--- src/rtl/gpc_pkg.sv ---
// shared types and constants for the gamepad poll conditioner
package gpc_pkg;

   localparam int PadSlots = 4;

   localparam logic [7:0]  ClickThresholdReset = 8'd200;
   localparam logic [14:0] StickDeadzoneReset  = 15'd7849;
   localparam logic [15:0] HoldLimitReset      = 16'd500;

   localparam logic [15:0] FullPos   = 16'h7FFF;
   localparam logic [15:0] FullScale = 16'h8000;
   localparam logic [15:0] HeldMax   = 16'hFFFF;

   localparam logic [1:0] CsrClickThreshold = 2'd0;
   localparam logic [1:0] CsrStickDeadzone  = 2'd1;
   localparam logic [1:0] CsrHoldLimit      = 2'd2;

   typedef enum logic [1:0] {
      StIdle,
      StSetup,
      StDivide,
      StDone
   } state_type;

   typedef struct packed {
      logic        start;
      logic [15:0] dividend;
      logic [15:0] divisor;
   } div_cmd_type;

   typedef struct packed {
      logic        done;
      logic [15:0] quotient;
   } div_stat_type;

   typedef struct packed {
      logic [7:0]        trigger_level;
      logic              trigger_click;
      logic              pad_present;
      logic [3:0]        connected_mask;
      logic signed [15:0] stick_x;
      logic signed [15:0] stick_y;
      logic              stick_click;
      logic              system_pressed;
      logic              tap_pulse;
      logic              hold_pulse;
   } result_type;

endpackage

--- src/rtl/gpc_if.sv ---
// channel interfaces for pad reports, poll results and register writes

interface gpc_req_if;
   logic              valid;
   logic              ready;
   logic [1:0]        slot;
   logic              connected;
   logic [7:0]        left_trigger;
   logic [7:0]        right_trigger;
   logic              system_button;
   logic              thumb_click;
   logic signed [15:0] thumb_x;
   logic signed [15:0] thumb_y;
   logic [7:0]        elapsed_ms;
   logic              last_slot;

   modport source (output valid, slot, connected, left_trigger, right_trigger,
                   system_button, thumb_click, thumb_x, thumb_y, elapsed_ms,
                   last_slot, input ready);
   modport sink (input valid, slot, connected, left_trigger, right_trigger,
                 system_button, thumb_click, thumb_x, thumb_y, elapsed_ms,
                 last_slot, output ready);
endinterface

interface gpc_rsp_if;
   logic              valid;
   logic              ready;
   logic [7:0]        trigger_level;
   logic              trigger_click;
   logic              pad_present;
   logic [3:0]        connected_mask;
   logic signed [15:0] stick_x;
   logic signed [15:0] stick_y;
   logic              stick_click;
   logic              system_pressed;
   logic              tap_pulse;
   logic              hold_pulse;

   modport source (output valid, trigger_level, trigger_click, pad_present,
                   connected_mask, stick_x, stick_y, stick_click, system_pressed,
                   tap_pulse, hold_pulse, input ready);
   modport sink (input valid, trigger_level, trigger_click, pad_present,
                 connected_mask, stick_x, stick_y, stick_click, system_pressed,
                 tap_pulse, hold_pulse, output ready);
endinterface

interface gpc_csr_if;
   logic        valid;
   logic        ready;
   logic [1:0]  index;
   logic [15:0] data;

   modport source (output valid, index, data, input ready);
   modport sink (input valid, index, data, output ready);
endinterface

--- src/rtl/gpc_divider.sv ---
// radix-2 restoring divider, one quotient bit per cycle, quotient known to fit 16 bits
module gpc_divider (
   input  logic                 clock,
   input  logic                 reset,
   input  gpc_pkg::div_cmd_type cmd,
   output gpc_pkg::div_stat_type stat
);

   logic [15:0] rem_ff, rem_in;
   logic [15:0] shift_ff, shift_in;
   logic [15:0] den_ff, den_in;
   logic [3:0]  cnt_ff, cnt_in;
   logic        busy_ff, busy_in;
   logic        done_ff, done_in;
   logic [16:0] part;
   logic [16:0] diff;

   always_comb begin
      rem_in   = rem_ff;
      shift_in = shift_ff;
      den_in   = den_ff;
      cnt_in   = cnt_ff;
      busy_in  = busy_ff;
      done_in  = 1'b0;
      part     = {rem_ff, shift_ff[15]};
      diff     = part - {1'b0, den_ff};
      if (cmd.start) begin
         // dividend is scaled by 2^15: top bits seed the remainder
         rem_in   = {1'b0, cmd.dividend[15:1]};
         shift_in = {cmd.dividend[0], 15'd0};
         den_in   = cmd.divisor;
         cnt_in   = 4'd0;
         busy_in  = 1'b1;
      end else if (busy_ff) begin
         if (!diff[16]) begin
            rem_in   = diff[15:0];
            shift_in = {shift_ff[14:0], 1'b1};
         end else begin
            rem_in   = part[15:0];
            shift_in = {shift_ff[14:0], 1'b0};
         end
         cnt_in = cnt_ff + 4'd1;
         if (cnt_ff == 4'd15) begin
            busy_in = 1'b0;
            done_in = 1'b1;
         end
      end
   end

   always_ff @(posedge clock) begin
      if (reset) begin
         busy_ff <= 1'b0;
         done_ff <= 1'b0;
         cnt_ff  <= 4'd0;
      end else begin
         busy_ff <= busy_in;
         done_ff <= done_in;
         cnt_ff  <= cnt_in;
      end
      rem_ff   <= rem_in;
      shift_ff <= shift_in;
      den_ff   <= den_in;
   end

   assign stat.done     = done_ff;
   assign stat.quotient = shift_ff;

endmodule

--- src/rtl/gamepad_poll_conditioner.sv ---
// top level: poll accumulation, tap/hold machine and stick scaling sequencer
//
// Pad-slot reports are taken one per transfer; a report without the last-slot
// flag is absorbed without leaving the idle state and produces no result. A
// report with the last-slot flag closes the poll; no further report is taken
// until its result is in the output register. Each stick axis outside the
// deadzone is scaled, one after the other, through a single shared divider
// that yields one quotient bit per cycle. The finished result sits in an output
// register, so the next poll may start while it waits to be taken. Register
// writes are accepted at any cycle and must be issued while the block is idle.
module gamepad_poll_conditioner (
   input  logic       clock,
   input  logic       reset,
   gpc_req_if.sink    req_if,
   gpc_rsp_if.source  rsp_if,
   gpc_csr_if.sink    csr_if
);

   gpc_pkg::state_type    state_ff, state_in;
   gpc_pkg::div_cmd_type  div_cmd;
   gpc_pkg::div_stat_type div_stat;

   logic [7:0]  click_thr_ff, click_thr_in;
   logic [14:0] deadzone_ff, deadzone_in;
   logic [15:0] hold_limit_ff, hold_limit_in;

   logic [7:0]  best_trig_ff, best_trig_in;
   logic [3:0]  slot_mask_ff, slot_mask_in;
   logic        any_sys_ff, any_sys_in;
   logic        prim_taken_ff, prim_taken_in;
   logic [15:0] prim_x_ff, prim_x_in;
   logic [15:0] prim_y_ff, prim_y_in;
   logic        prim_click_ff, prim_click_in;

   logic        btn_held_ff, btn_held_in;
   logic        hold_fired_ff, hold_fired_in;
   logic [15:0] held_time_ff, held_time_in;

   gpc_pkg::result_type work_ff, work_in;
   gpc_pkg::result_type rsp_ff, rsp_in;
   logic        rsp_valid_ff, rsp_valid_in;
   logic [15:0] axis_x_ff, axis_x_in;
   logic [15:0] axis_y_ff, axis_y_in;
   logic        axis_sel_ff, axis_sel_in;
   logic        axis_neg_ff, axis_neg_in;

   logic        req_fire;
   logic        take;
   logic [7:0]  acc_trig;
   logic [3:0]  acc_mask;
   logic        acc_sys;
   logic [16:0] held_sum;
   logic [15:0] raw_axis;
   logic signed [16:0] v_ext;
   logic signed [16:0] d_ext;
   logic signed [16:0] v_minus_d;
   logic signed [16:0] v_plus_d;
   logic [15:0] q;
   logic [15:0] axis_val;

   assign req_fire = req_if.valid && req_if.ready;
   assign req_if.ready = (state_ff == gpc_pkg::StIdle);
   assign csr_if.ready = 1'b1;

   always_comb begin
      click_thr_in  = click_thr_ff;
      deadzone_in   = deadzone_ff;
      hold_limit_in = hold_limit_ff;
      if (csr_if.valid) begin
         unique case (csr_if.index)
            gpc_pkg::CsrClickThreshold: click_thr_in  = csr_if.data[7:0];
            gpc_pkg::CsrStickDeadzone:  deadzone_in   = csr_if.data[14:0];
            gpc_pkg::CsrHoldLimit:      hold_limit_in = csr_if.data;
            default: ;
         endcase
      end
   end

   gpc_divider u_div (
      .clock (clock),
      .reset (reset),
      .cmd   (div_cmd),
      .stat  (div_stat)
   );

   always_comb begin
      state_in      = state_ff;
      best_trig_in  = best_trig_ff;
      slot_mask_in  = slot_mask_ff;
      any_sys_in    = any_sys_ff;
      prim_taken_in = prim_taken_ff;
      prim_x_in     = prim_x_ff;
      prim_y_in     = prim_y_ff;
      prim_click_in = prim_click_ff;
      btn_held_in   = btn_held_ff;
      hold_fired_in = hold_fired_ff;
      held_time_in  = held_time_ff;
      work_in       = work_ff;
      rsp_in        = rsp_ff;
      rsp_valid_in  = rsp_valid_ff;
      axis_x_in     = axis_x_ff;
      axis_y_in     = axis_y_ff;
      axis_sel_in   = axis_sel_ff;
      axis_neg_in   = axis_neg_ff;
      div_cmd       = '0;

      if (rsp_valid_ff && rsp_if.ready) begin
         rsp_valid_in = 1'b0;
      end

      // report accumulation
      take     = req_if.connected && (32'(req_if.slot) < gpc_pkg::PadSlots);
      acc_trig = best_trig_ff;
      acc_mask = slot_mask_ff;
      acc_sys  = any_sys_ff;
      if (take) begin
         acc_mask = slot_mask_ff | (4'b0001 << req_if.slot);
         if (req_if.left_trigger > acc_trig) begin
            acc_trig = req_if.left_trigger;
         end
         if (req_if.right_trigger > acc_trig) begin
            acc_trig = req_if.right_trigger;
         end
         acc_sys = any_sys_ff | req_if.system_button;
      end
      held_sum = {1'b0, held_time_ff} + {9'd0, req_if.elapsed_ms};

      // axis selection and deadzone branch
      raw_axis  = axis_sel_ff ? axis_y_ff : axis_x_ff;
      v_ext     = {raw_axis[15], raw_axis};
      d_ext     = {2'b00, deadzone_ff};
      v_minus_d = v_ext - d_ext;
      v_plus_d  = v_ext + d_ext;

      q        = div_stat.quotient;
      axis_val = axis_neg_ff ? (~q + 16'd1) : ((q > gpc_pkg::FullPos) ? gpc_pkg::FullPos : q);

      unique case (state_ff)
         gpc_pkg::StIdle: begin
            if (req_fire) begin
               best_trig_in = acc_trig;
               slot_mask_in = acc_mask;
               any_sys_in   = acc_sys;
               if (take && !prim_taken_ff) begin
                  prim_taken_in = 1'b1;
                  prim_x_in     = req_if.thumb_x;
                  prim_y_in     = req_if.thumb_y;
                  prim_click_in = req_if.thumb_click;
               end
               if (req_if.last_slot) begin
                  work_in.trigger_level  = acc_trig;
                  work_in.trigger_click  = (acc_trig >= click_thr_ff);
                  work_in.pad_present    = (acc_mask != 4'd0);
                  work_in.connected_mask = acc_mask;
                  work_in.system_pressed = acc_sys;
                  work_in.stick_click    = prim_taken_ff ? prim_click_ff
                                           : (take && req_if.thumb_click);
                  work_in.tap_pulse      = 1'b0;
                  work_in.hold_pulse     = 1'b0;
                  work_in.stick_x        = '0;
                  work_in.stick_y        = '0;
                  axis_x_in = prim_taken_ff ? prim_x_ff
                              : (take ? req_if.thumb_x : 16'd0);
                  axis_y_in = prim_taken_ff ? prim_y_ff
                              : (take ? req_if.thumb_y : 16'd0);
                  axis_sel_in = 1'b0;
                  priority if (acc_sys && !btn_held_ff) begin
                     btn_held_in   = 1'b1;
                     held_time_in  = 16'd0;
                     hold_fired_in = 1'b0;
                  end else if (acc_sys && !hold_fired_ff) begin
                     held_time_in = held_sum[16] ? gpc_pkg::HeldMax : held_sum[15:0];
                     if ((held_sum[16] ? gpc_pkg::HeldMax : held_sum[15:0])
                         >= hold_limit_ff) begin
                        work_in.hold_pulse = 1'b1;
                        hold_fired_in      = 1'b1;
                     end
                  end else if (!acc_sys && btn_held_ff) begin
                     work_in.tap_pulse = !hold_fired_ff;
                     btn_held_in       = 1'b0;
                  end else begin
                  end
                  best_trig_in  = '0;
                  slot_mask_in  = '0;
                  any_sys_in    = 1'b0;
                  prim_taken_in = 1'b0;
                  prim_x_in     = '0;
                  prim_y_in     = '0;
                  prim_click_in = 1'b0;
                  state_in      = gpc_pkg::StSetup;
               end
            end
         end
         gpc_pkg::StSetup: begin
            priority if (v_minus_d > 17'sd0) begin
               div_cmd.start    = 1'b1;
               div_cmd.dividend = v_minus_d[15:0];
               div_cmd.divisor  = gpc_pkg::FullPos - {1'b0, deadzone_ff};
               axis_neg_in      = 1'b0;
               state_in         = gpc_pkg::StDivide;
            end else if (v_plus_d < 17'sd0) begin
               div_cmd.start    = 1'b1;
               div_cmd.dividend = 16'(-v_plus_d);
               div_cmd.divisor  = gpc_pkg::FullScale - {1'b0, deadzone_ff};
               axis_neg_in      = 1'b1;
               state_in         = gpc_pkg::StDivide;
            end else begin
               // inside the deadzone: axis stays zero
               if (axis_sel_ff) begin
                  state_in = gpc_pkg::StDone;
               end else begin
                  axis_sel_in = 1'b1;
               end
            end
         end
         gpc_pkg::StDivide: begin
            if (div_stat.done) begin
               if (axis_sel_ff) begin
                  work_in.stick_y = axis_val;
                  state_in        = gpc_pkg::StDone;
               end else begin
                  work_in.stick_x = axis_val;
                  axis_sel_in     = 1'b1;
                  state_in        = gpc_pkg::StSetup;
               end
            end
         end
         gpc_pkg::StDone: begin
            if (!rsp_valid_ff || rsp_if.ready) begin
               rsp_in       = work_ff;
               rsp_valid_in = 1'b1;
               state_in     = gpc_pkg::StIdle;
            end
         end
         default: state_in = gpc_pkg::StIdle;
      endcase
   end

   always_ff @(posedge clock) begin
      if (reset) begin
         state_ff      <= gpc_pkg::StIdle;
         click_thr_ff  <= gpc_pkg::ClickThresholdReset;
         deadzone_ff   <= gpc_pkg::StickDeadzoneReset;
         hold_limit_ff <= gpc_pkg::HoldLimitReset;
         best_trig_ff  <= '0;
         slot_mask_ff  <= '0;
         any_sys_ff    <= 1'b0;
         prim_taken_ff <= 1'b0;
         prim_x_ff     <= '0;
         prim_y_ff     <= '0;
         prim_click_ff <= 1'b0;
         btn_held_ff   <= 1'b0;
         hold_fired_ff <= 1'b0;
         held_time_ff  <= '0;
         rsp_valid_ff  <= 1'b0;
         axis_sel_ff   <= 1'b0;
      end else begin
         state_ff      <= state_in;
         click_thr_ff  <= click_thr_in;
         deadzone_ff   <= deadzone_in;
         hold_limit_ff <= hold_limit_in;
         best_trig_ff  <= best_trig_in;
         slot_mask_ff  <= slot_mask_in;
         any_sys_ff    <= any_sys_in;
         prim_taken_ff <= prim_taken_in;
         prim_x_ff     <= prim_x_in;
         prim_y_ff     <= prim_y_in;
         prim_click_ff <= prim_click_in;
         btn_held_ff   <= btn_held_in;
         hold_fired_ff <= hold_fired_in;
         held_time_ff  <= held_time_in;
         rsp_valid_ff  <= rsp_valid_in;
         axis_sel_ff   <= axis_sel_in;
      end
      work_ff     <= work_in;
      rsp_ff      <= rsp_in;
      axis_x_ff   <= axis_x_in;
      axis_y_ff   <= axis_y_in;
      axis_neg_ff <= axis_neg_in;
   end

   assign rsp_if.valid          = rsp_valid_ff;
   assign rsp_if.trigger_level  = rsp_ff.trigger_level;
   assign rsp_if.trigger_click  = rsp_ff.trigger_click;
   assign rsp_if.pad_present    = rsp_ff.pad_present;
   assign rsp_if.connected_mask = rsp_ff.connected_mask;
   assign rsp_if.stick_x        = rsp_ff.stick_x;
   assign rsp_if.stick_y        = rsp_ff.stick_y;
   assign rsp_if.stick_click    = rsp_ff.stick_click;
   assign rsp_if.system_pressed = rsp_ff.system_pressed;
   assign rsp_if.tap_pulse      = rsp_ff.tap_pulse;
   assign rsp_if.hold_pulse     = rsp_ff.hold_pulse;

endmodule

--- src/flat_wrapper.sv ---
// flat-port wrapper written by rule: the top's interface ports become plain ports
module gamepad_poll_conditioner_flat 
  (clock, reset, req_if_valid, req_if_slot, req_if_connected, req_if_left_trigger, req_if_right_trigger, req_if_system_button, req_if_thumb_click, req_if_thumb_x, req_if_thumb_y, req_if_elapsed_ms, req_if_last_slot, req_if_ready, rsp_if_valid, rsp_if_trigger_level, rsp_if_trigger_click, rsp_if_pad_present, rsp_if_connected_mask, rsp_if_stick_x, rsp_if_stick_y, rsp_if_stick_click, rsp_if_system_pressed, rsp_if_tap_pulse, rsp_if_hold_pulse, rsp_if_ready, csr_if_valid, csr_if_index, csr_if_data, csr_if_ready);
  gpc_req_if req_if_i ();
  gpc_rsp_if rsp_if_i ();
  gpc_csr_if csr_if_i ();
  input  logic clock;
  input  logic reset;
  input wire logic [$bits(req_if_i.valid)-1:0] req_if_valid;
  input wire logic [$bits(req_if_i.slot)-1:0] req_if_slot;
  input wire logic [$bits(req_if_i.connected)-1:0] req_if_connected;
  input wire logic [$bits(req_if_i.left_trigger)-1:0] req_if_left_trigger;
  input wire logic [$bits(req_if_i.right_trigger)-1:0] req_if_right_trigger;
  input wire logic [$bits(req_if_i.system_button)-1:0] req_if_system_button;
  input wire logic [$bits(req_if_i.thumb_click)-1:0] req_if_thumb_click;
  input wire logic [$bits(req_if_i.thumb_x)-1:0] req_if_thumb_x;
  input wire logic [$bits(req_if_i.thumb_y)-1:0] req_if_thumb_y;
  input wire logic [$bits(req_if_i.elapsed_ms)-1:0] req_if_elapsed_ms;
  input wire logic [$bits(req_if_i.last_slot)-1:0] req_if_last_slot;
  output wire logic [$bits(req_if_i.ready)-1:0] req_if_ready;
  output wire logic [$bits(rsp_if_i.valid)-1:0] rsp_if_valid;
  output wire logic [$bits(rsp_if_i.trigger_level)-1:0] rsp_if_trigger_level;
  output wire logic [$bits(rsp_if_i.trigger_click)-1:0] rsp_if_trigger_click;
  output wire logic [$bits(rsp_if_i.pad_present)-1:0] rsp_if_pad_present;
  output wire logic [$bits(rsp_if_i.connected_mask)-1:0] rsp_if_connected_mask;
  output wire logic [$bits(rsp_if_i.stick_x)-1:0] rsp_if_stick_x;
  output wire logic [$bits(rsp_if_i.stick_y)-1:0] rsp_if_stick_y;
  output wire logic [$bits(rsp_if_i.stick_click)-1:0] rsp_if_stick_click;
  output wire logic [$bits(rsp_if_i.system_pressed)-1:0] rsp_if_system_pressed;
  output wire logic [$bits(rsp_if_i.tap_pulse)-1:0] rsp_if_tap_pulse;
  output wire logic [$bits(rsp_if_i.hold_pulse)-1:0] rsp_if_hold_pulse;
  input wire logic [$bits(rsp_if_i.ready)-1:0] rsp_if_ready;
  input wire logic [$bits(csr_if_i.valid)-1:0] csr_if_valid;
  input wire logic [$bits(csr_if_i.index)-1:0] csr_if_index;
  input wire logic [$bits(csr_if_i.data)-1:0] csr_if_data;
  output wire logic [$bits(csr_if_i.ready)-1:0] csr_if_ready;
  assign req_if_i.valid = req_if_valid;
  assign req_if_i.slot = req_if_slot;
  assign req_if_i.connected = req_if_connected;
  assign req_if_i.left_trigger = req_if_left_trigger;
  assign req_if_i.right_trigger = req_if_right_trigger;
  assign req_if_i.system_button = req_if_system_button;
  assign req_if_i.thumb_click = req_if_thumb_click;
  assign req_if_i.thumb_x = req_if_thumb_x;
  assign req_if_i.thumb_y = req_if_thumb_y;
  assign req_if_i.elapsed_ms = req_if_elapsed_ms;
  assign req_if_i.last_slot = req_if_last_slot;
  assign req_if_ready = req_if_i.ready;
  assign rsp_if_valid = rsp_if_i.valid;
  assign rsp_if_trigger_level = rsp_if_i.trigger_level;
  assign rsp_if_trigger_click = rsp_if_i.trigger_click;
  assign rsp_if_pad_present = rsp_if_i.pad_present;
  assign rsp_if_connected_mask = rsp_if_i.connected_mask;
  assign rsp_if_stick_x = rsp_if_i.stick_x;
  assign rsp_if_stick_y = rsp_if_i.stick_y;
  assign rsp_if_stick_click = rsp_if_i.stick_click;
  assign rsp_if_system_pressed = rsp_if_i.system_pressed;
  assign rsp_if_tap_pulse = rsp_if_i.tap_pulse;
  assign rsp_if_hold_pulse = rsp_if_i.hold_pulse;
  assign rsp_if_i.ready = rsp_if_ready;
  assign csr_if_i.valid = csr_if_valid;
  assign csr_if_i.index = csr_if_index;
  assign csr_if_i.data = csr_if_data;
  assign csr_if_ready = csr_if_i.ready;
  gamepad_poll_conditioner u_core (.clock(clock), .reset(reset), .req_if(req_if_i), .rsp_if(rsp_if_i), .csr_if(csr_if_i));
endmodule
--- config.mk ---
export PLATFORM = sky130hd
export DESIGN_NAME = gamepad_poll_conditioner_flat
export DESIGN_NICKNAME = d
export VERILOG_FILES = /design/src/rtl/gpc_pkg.sv /design/src/rtl/gpc_if.sv /design/src/rtl/gpc_divider.sv /design/src/rtl/gamepad_poll_conditioner.sv /design/src/flat_wrapper.sv
export SDC_FILE = /design/constraint.sdc
export NUM_CORES = 1
export LEC_CHECK = 0
export ABC_AREA = 0
export BUFFER_PORTS_ARGS = -buffer_cell sky130_fd_sc_hd__buf_2
export CAP_MARGIN = 20
export CORE_MARGIN = 5
export CORE_UTILIZATION = 40
export DETAILED_ROUTE_END_ITERATION = 7
export PLACE_DENSITY = 0.58
export SYNTH_ARGS = -nofsm -noshare
export SYNTH_HDL_FRONTEND = slang
export SYNTH_SLANG_ARGS = --single-unit
--- constraint.sdc ---
create_clock -name clock -period 7.06 [get_ports clock]
set_input_delay 0.706 -clock clock [delete_from_list [all_inputs] [get_ports clock]]
set_output_delay 0.706 -clock clock [all_outputs]
set_load 0.02 [all_outputs]
==> flow_summary.toml, run 1 <==
[run_status]
status = "completed"

[sta]
timing.fmax_mhz = 185
fin_crit_sh_pct = 76.4
final_critical_path_setup_slack_ns = 1.66
final_count_of_pins_violating_max_slew = 0
max_slew_margin_pct = 41.0
timing_worst_slew_pin_value_ns = 0.882
fin_tns_setup_ns = 0
rsz0062_at_grt = "false"
final_hold_viol_count = 0
timing.final.crit_period_ns = 5.40
finalClockSkew_ns = 0.0108
finalSetupViolCount = 0

[cells_and_area]
final_cell_count_no_fill = 2356
final_cell_mix = "nor2_1 (176), edfxtp_1 (165), buf_2 (136), dfxtp_1 (130), inv_1 (120)"
seqCellArea_um2 = 7560
drive_above_1_share_pct = 13.4
areaGrowthSynthToFinish_pct = 13.1
multiInputGateArea_um2 = 8230
n_fill_cell = 3896
layout.nets = 1993
layout.cells.most_common = "nor2_1"

[setup_path]
r2r_slack_ns = 1.66
largest_fanout_on_the_critical_path = 8
reg2reg_depth = 30
worstSetupEndpointType = "flop"
req_time_crit_path_ns = 7.39
worstSetupStartpointType = "flop"
critical-path-slowest-cell = "mux2_2"
r2r-end = "u_core.work_ff[41]"
cp_slowest_stage_delay_ns = 0.38
rr_startpoint = "u_core.best_trig_ff[1]"
critical_path_class = "flop to flop"
worst_setup_path_startpoint = "u_core.best_trig_ff[1]"
most_common_cell_on_crit_path = "o21ai_0"
worst-endpoint-arrival_ns = 5.73

[pwr]
combinationalPowerShare_pct = 40.0
clock_power_share_pct = 23.8
pwrdens_nw_per_um2 = 344
power_after_layout_mw = 6.44
p_switching_mw = 2.35
power.share.switching_pct = 36.5
vdd_ir_drop_max_v = 0.000218
leakagePower_nw = 7.51
power_frac_seq_pct = 36.2
internal-power_mw = 4.09

[min_path]
timing.hold.worst.start = "csr_if_data[15]"
worstHoldPathType = "primary input to flop"
hold_end = "u_core.hold_limit_ff[15]"
worst_hold_path_stage_count = 3

[clock_tree]
inserted_clock_buffers = 31
ctsHoldBuffers = 0
clkTransAtPathRegs_ns = 0.06
clockRootBuffer = "clkbuf_16"
cts_post_setup_buffers_inserted = 0
ctsResizeCount = 0
clock_sinks = 295
worstSkewPairLatency_ns = 0.58
clock_tree.buffer_depth = 3
cts_tree = "built"
h_tree_depth = 1

[logic_synthesis]
synth_largest_area_cell = "edfxtp_1"
ys_warn_count = 0
ys_seq_elements = 295
fraction_of_synthesis_flops_using_an_asynchronous_set_or_reset_pin_pct = 0
cell_types_with_the_largest_area_share_after_synthesis = "edfxtp_1 (30%), dfxtp_1 (16%), ha_1 (7.9%)"
netlist.area_leader.share_pct = 29.9
synth-edff-count = 165
postSynthAreaPerCell_um2 = 9.79
synth.cell_area_um2 = 16600
post_synth_num_cell_types = 82
synth.yosys.seq_area_share_pct = 45.7
syn_nets = 1885
ys.flop_type = "edfxtp_1"
postSynthCellCount = 1691

[floorplan]
coreArea_um2 = 40900
number_of_cell_rows = 74
die_height_um = 213
initial_utilization_pct = 40.4
design.portCount = 138
fp.dieArea_um2 = 45500
chipWidth_um = 213

[global_route]
grt_pass1_wl_mm = 68.3
grt-ovfl-total = 0
grt_overall_usage_pct = 18.3
initial_antenna_violation_count = 8
grt_max_degree = 62
first_global_vias = 12700

[run]
max_cap_viol_count = 0

[route]
vias_per_cell = 5.48
postRouteAntennaNets = 0
number_of_violations_reported_at_the_end_of_detailed_routing_iteration_0 = 815
drc = 0
via_count = 12907
detailed_router_iteration_count_before_antenna_repair = 5
wirelength_mm = 42.2
routed_wire_length_per_instance_um = 17.9

[placement]
dp_hpwl_mm = 31.0
pre_cts_slack_ns = 1.29
dpl.cell_count = 2298
number_of_buffers_added_on_ports = 136
place_congestion = 0.835
==> power groups by stage <==
stage	registers [mW]	clock network (mW)	logic, mW
final	2.33	1.54	2.57
after global routing	2.36	1.65	2.89
after CTS	2.33	1.58	2.59
after detailed placement	2.37	0	2.57
after global placement	2.36	0	2.51
after floorplan	2.33	0	1.96
==> Yosys cell counts, drive strengths merged (37+ instances only) <==
| master | n |
|---|---|
| a22o | 44 |
| a22oi | 45 |
| a21oi | 97 |
| edfxtp | 165 |
| nor2 | 176 |
| xnor2 | 40 |
| dfxtp | 130 |
| inv | 122 |
| nand2 | 108 |
| o21ai | 61 |
| nor3 | 45 |
| nand3 | 37 |
| mux2i | 53 |
| ha | 105 |
| clkbuf | 61 |
==> layer usage <==
layer  global-route usage, %  vias to the layer above  wire length, um
li1                        -                     6427                -
met1                    24.6                     6106            19000
met2                    30.3                      282            19600
met3                    3.45                       78             2220
met4                    5.66                       14             1330
met5                       0                        -               89
==> cells by family (layout without fill, tap and decap cells) <==
family,count (synthesis),in the layout,synth area share (%)
simple gates,525,525,15.6
compound gates,427,427,18.0
flops,295,295,45.7
buf+inv,206,338,4.87
fa+ha+maj,109,109,8.42
mux,71,71,4.43
xor+xnor,57,57,3.02
other cells,1,2,0.0227
==> area by class of cell <==
| class | count | share of cell area, % |
|---|---|---|
| multi-input cells | 1190 | 44.0 |
| flip-flops and latches | 295 | 40.4 |
| repair buffers | 158 | 4.58 |
| clock buffers | 38 | 4.34 |
| well taps | 532 | 3.55 |
| inverters | 123 | 2.47 |
| clock inverters | 19 | 0.742 |
| diodes | 1 | 0.0134 |
==> sequential cells by signal, summed over array words and instances (netlist names), 15 cells and up <==
| name | flops |
|---|---|
| u_core.axis_x_ff | 16 |
| u_core.u_div.den_ff | 16 |
| u_core.u_div.rem_ff | 16 |
| u_core.held_time_ff | 16 |
| u_core.u_div.shift_ff | 16 |
| u_core.prim_y_ff | 16 |
| u_core.rsp_if.stick_y | 16 |
| u_core.hold_limit_ff | 16 |
| u_core.rsp_if.stick_x | 16 |
| u_core.deadzone_ff | 15 |
| u_core.work_ff | 50 |
| u_core.axis_y_ff | 16 |
| u_core.prim_x_ff | 16 |
==> worst max path at each step <==
| stage | end | slack [ns] | cells after the start |
|---|---|---|---|
| finish | u_core.work_ff[41] | 1.66 | 30 |
| detailed placement | u_core.work_ff[41] | 1.29 | 30 |
| floorplan | u_core.work_ff[41] | 1.50 | 29 |
| CTS | u_core.work_ff[41] | 1.66 | 30 |
| global route | u_core.work_ff[41] | 1.20 | 30 |
| global placement | u_core.work_ff[41] | 1.31 | 30 |
==> stage by stage <==
step / hold WS [ns] / instance area [um^2] / utilization (%)
after CTS: 0.342 / 18700 / 45.8
after detailed placement: 0.405 / 17800 / 43.4
after global routing: 0.356 / 18700 / 45.8
after floorplan: 0.400 / 16600 / -
final: 0.371 / 18700 / 45.8
after global placement: 0.400 / 17700 / 43.4
==> critical path: cells and delay by family (launching register included) <==
family | cells | cell delay (ns)
simple gates | 10 | 1.17
compound gates | 13 | 1.87
flops | 1 | 0.35
mux | 3 | 0.90
buf+inv | 1 | 0.07
fa+ha+maj | 3 | 0.82
No activity file was read; power rests on OpenSTA's default activity.
==> run 2: changes to the inputs <==
Settings changed: PLACE_DENSITY 0.58 to 0.6.
Clock period 7.06 ns to 4.4 ns, I/O delays scaled along.
==> run 2 against run 1 <==
Effect of this change:
- flip-flop and latch count unchanged
- cell count increased by 5.6%
- wire length increased by 4.4%
- largest cell class unchanged
- clock-buffer cell count increased by 4
- the run now ends with setup timing left
- design area increased by 8.5%
- via count increased by 4.2%
- critical path type unchanged
- worst setup slack got worse by 2.0 ns
- sequential power increased by 60%
==> flow_summary.toml, run 2 (same netlist as run 1, synthesis figures left out) <==
[placement]
placedInstanceArea_um2 = 18800
dp_hpwl_mm = 32.7
number_of_buffers_added_on_ports = 136
place_congestion = 0.905

[global_route]
grt_pass1_wl_mm = 69.0
grt_max_degree = 51
first_global_vias = 13089
grt_overall_usage_pct = 18.7
initial_antenna_violation_count = 7
grt-ovfl-total = 0

[floorplan]
chipWidth_um = 213
coreArea_um2 = 40900
fp.dieArea_um2 = 45500
die_height_um = 213
initial_utilization_pct = 40.4
design.portCount = 138
number_of_cell_rows = 74

[sta]
timing_worst_slew_pin_value_ns = 0.867
timing.fmax_mhz = 212
finalSetupViolCount = 1
final_count_of_pins_violating_max_slew = 0
final_hold_viol_count = 0
max_slew_margin_pct = 42.0
timing.final.crit_period_ns = 4.72
fin_crit_sh_pct = 107
final_critical_path_setup_slack_ns = -0.320
finalClockSkew_ns = 0.0243
rsz0062_at_grt = "true"
timing.hold.ws_ns = 0.145

[cells_and_area]
layout.nets = 2123
stdcell_area_um2 = 20300
finalCoreUtilization_pct = 49.6
drive_above_1_share_pct = 22.3
areaGrowthSynthToFinish_pct = 22.7
largest_register_ffs = 50
final_cell_mix = "nor2_1 (176), edfxtp_1 (165), buf_4 (142), buf_2 (136), dfxtp_1 (128)"
layout.cells.most_common = "nor2_1"
largest_register = "u_core.work_ff"

[clock_tree]
cts_tree = "built"
clkTransAtPathRegs_ns = 0.06
clock_tree.buffer_depth = 3
h_tree_depth = 2
inserted_clock_buffers = 34
worstSkewPairLatency_ns = 0.55
clockRootBuffer = "clkbuf_16"
ctsHoldBuffers = 0
clock_sinks = 295

[min_path]
hold_end = "u_core.hold_limit_ff[15]"
timing.hold.worst.start = "csr_if_data[15]"
worstHoldPathType = "primary input to flop"
worst_hold_path_stage_count = 3

[setup_path]
worstSetupEndpointType = "flop"
critical-path-slowest-cell = "mux2_4"
cp_slowest_stage_delay_ns = 0.34
worst-endpoint-arrival_ns = 5.01
rr_startpoint = "u_core.best_trig_ff[1]"
r2r_slack_ns = -0.32
req_time_crit_path_ns = 4.69
reg2reg_depth = 30
largest_fanout_on_the_critical_path = 3
worstSetupStartpointType = "flop"
worst_setup_path_startpoint = "u_core.best_trig_ff[1]"
r2r-end = "u_core.work_ff[41]"
critical_path_class = "flop to flop"

[route]
via_count = 13446
routed_wire_length_per_instance_um = 17.7
wirelength_mm = 44.0
drc = 0
number_of_violations_reported_at_the_end_of_detailed_routing_iteration_0 = 1022
vias_per_cell = 5.40
postRouteAntennaNets = 0
detailed_router_iteration_count_before_antenna_repair = 6

[pwr]
power.share.switching_pct = 35.5
power_frac_seq_pct = 32.8
combinationalPowerShare_pct = 41.3
pwrdens_nw_per_um2 = 559
vdd_ir_drop_max_v = 0.000331
clock_power_share_pct = 25.9
leakagePower_nw = 8.29
internal-power_mw = 7.33
p_switching_mw = 4.03

[run]
max_cap_viol_count = 0

[run_status]
status = "finished, violations left"
violations = "setup timing"
==> run 2: area by class of cell <==
class	count	area, um^2
Sequential cell	295	7560
Timing Repair Buffer	285	1870
Inverter	123	462
Clock inverter	20	272
Clock buffer	42	911
Multi-Input combinational cell	1190	8570
Antenna cell	2	5.00
Fill cell	3818	20600
Tap cell	532	666
==> run 2: power by group through the flow <==
stage | logic (mW) | clock network, mW | registers (mW)
floorplan | 3.16 | 0 | 3.74
global placement | 4.47 | 0 | 3.77
detailed placement | 4.54 | 0 | 3.78
CTS | 4.59 | 3.01 | 3.73
global route | 5.20 | 3.13 | 3.77
finish | 4.69 | 2.94 | 3.73
==> run 2: worst max-delay path by stage <==
stage | end | slack (ns) | depth (start not counted)
finish | u_core.work_ff[41] | -0.32 | 30
global route | u_core.work_ff[41] | -0.69 | 30
CTS | u_core.work_ff[41] | -0.33 | 30
detailed placement | u_core.work_ff[41] | -0.68 | 31
global placement | u_core.work_ff[41] | -0.62 | 31
floorplan | u_core.work_ff[41] | -0.31 | 29
==> run 2: repair_timing <==
action / 4_1_cts / 5_1_grt
buffers inserted: 3 / 4
resized for setup: 15 / 50
pin swaps: 7 / 14
setup endpoints to repair: 8 / 43
==> run 2: critical path, delay by kind of cell (launching register included) <==
family          cells  cell delay, ns
flops               1            0.32
simple gates       10            0.98
fa+ha+maj           3            0.70
compound gates     13            1.63
mux                 3            0.76
buf+inv             1            0.08
==> run 2: per-stage QoR <==
stage                     total power, mW  setup TNS, ns  cells  setup WS, ns
after CTS                            11.3         -0.334   2483        -0.334
after global placement               8.23         -0.815   2418        -0.621
after detailed placement             8.32         -0.962   2418        -0.684
final                                11.4         -0.320   2489        -0.320
after global routing                 12.1         -0.736   2488        -0.690
after floorplan                      6.89         -0.309   1691        -0.309
==> run 2: layer usage <==
metal	share of wire, %	vias to the layer above	global-route usage [%]
met5	0.20	-	0
met4	2.4	12	5.35
met3	4.4	69	3.64
met2	48	257	31.6
met1	45	6415	24.8
li1	-	6693	-
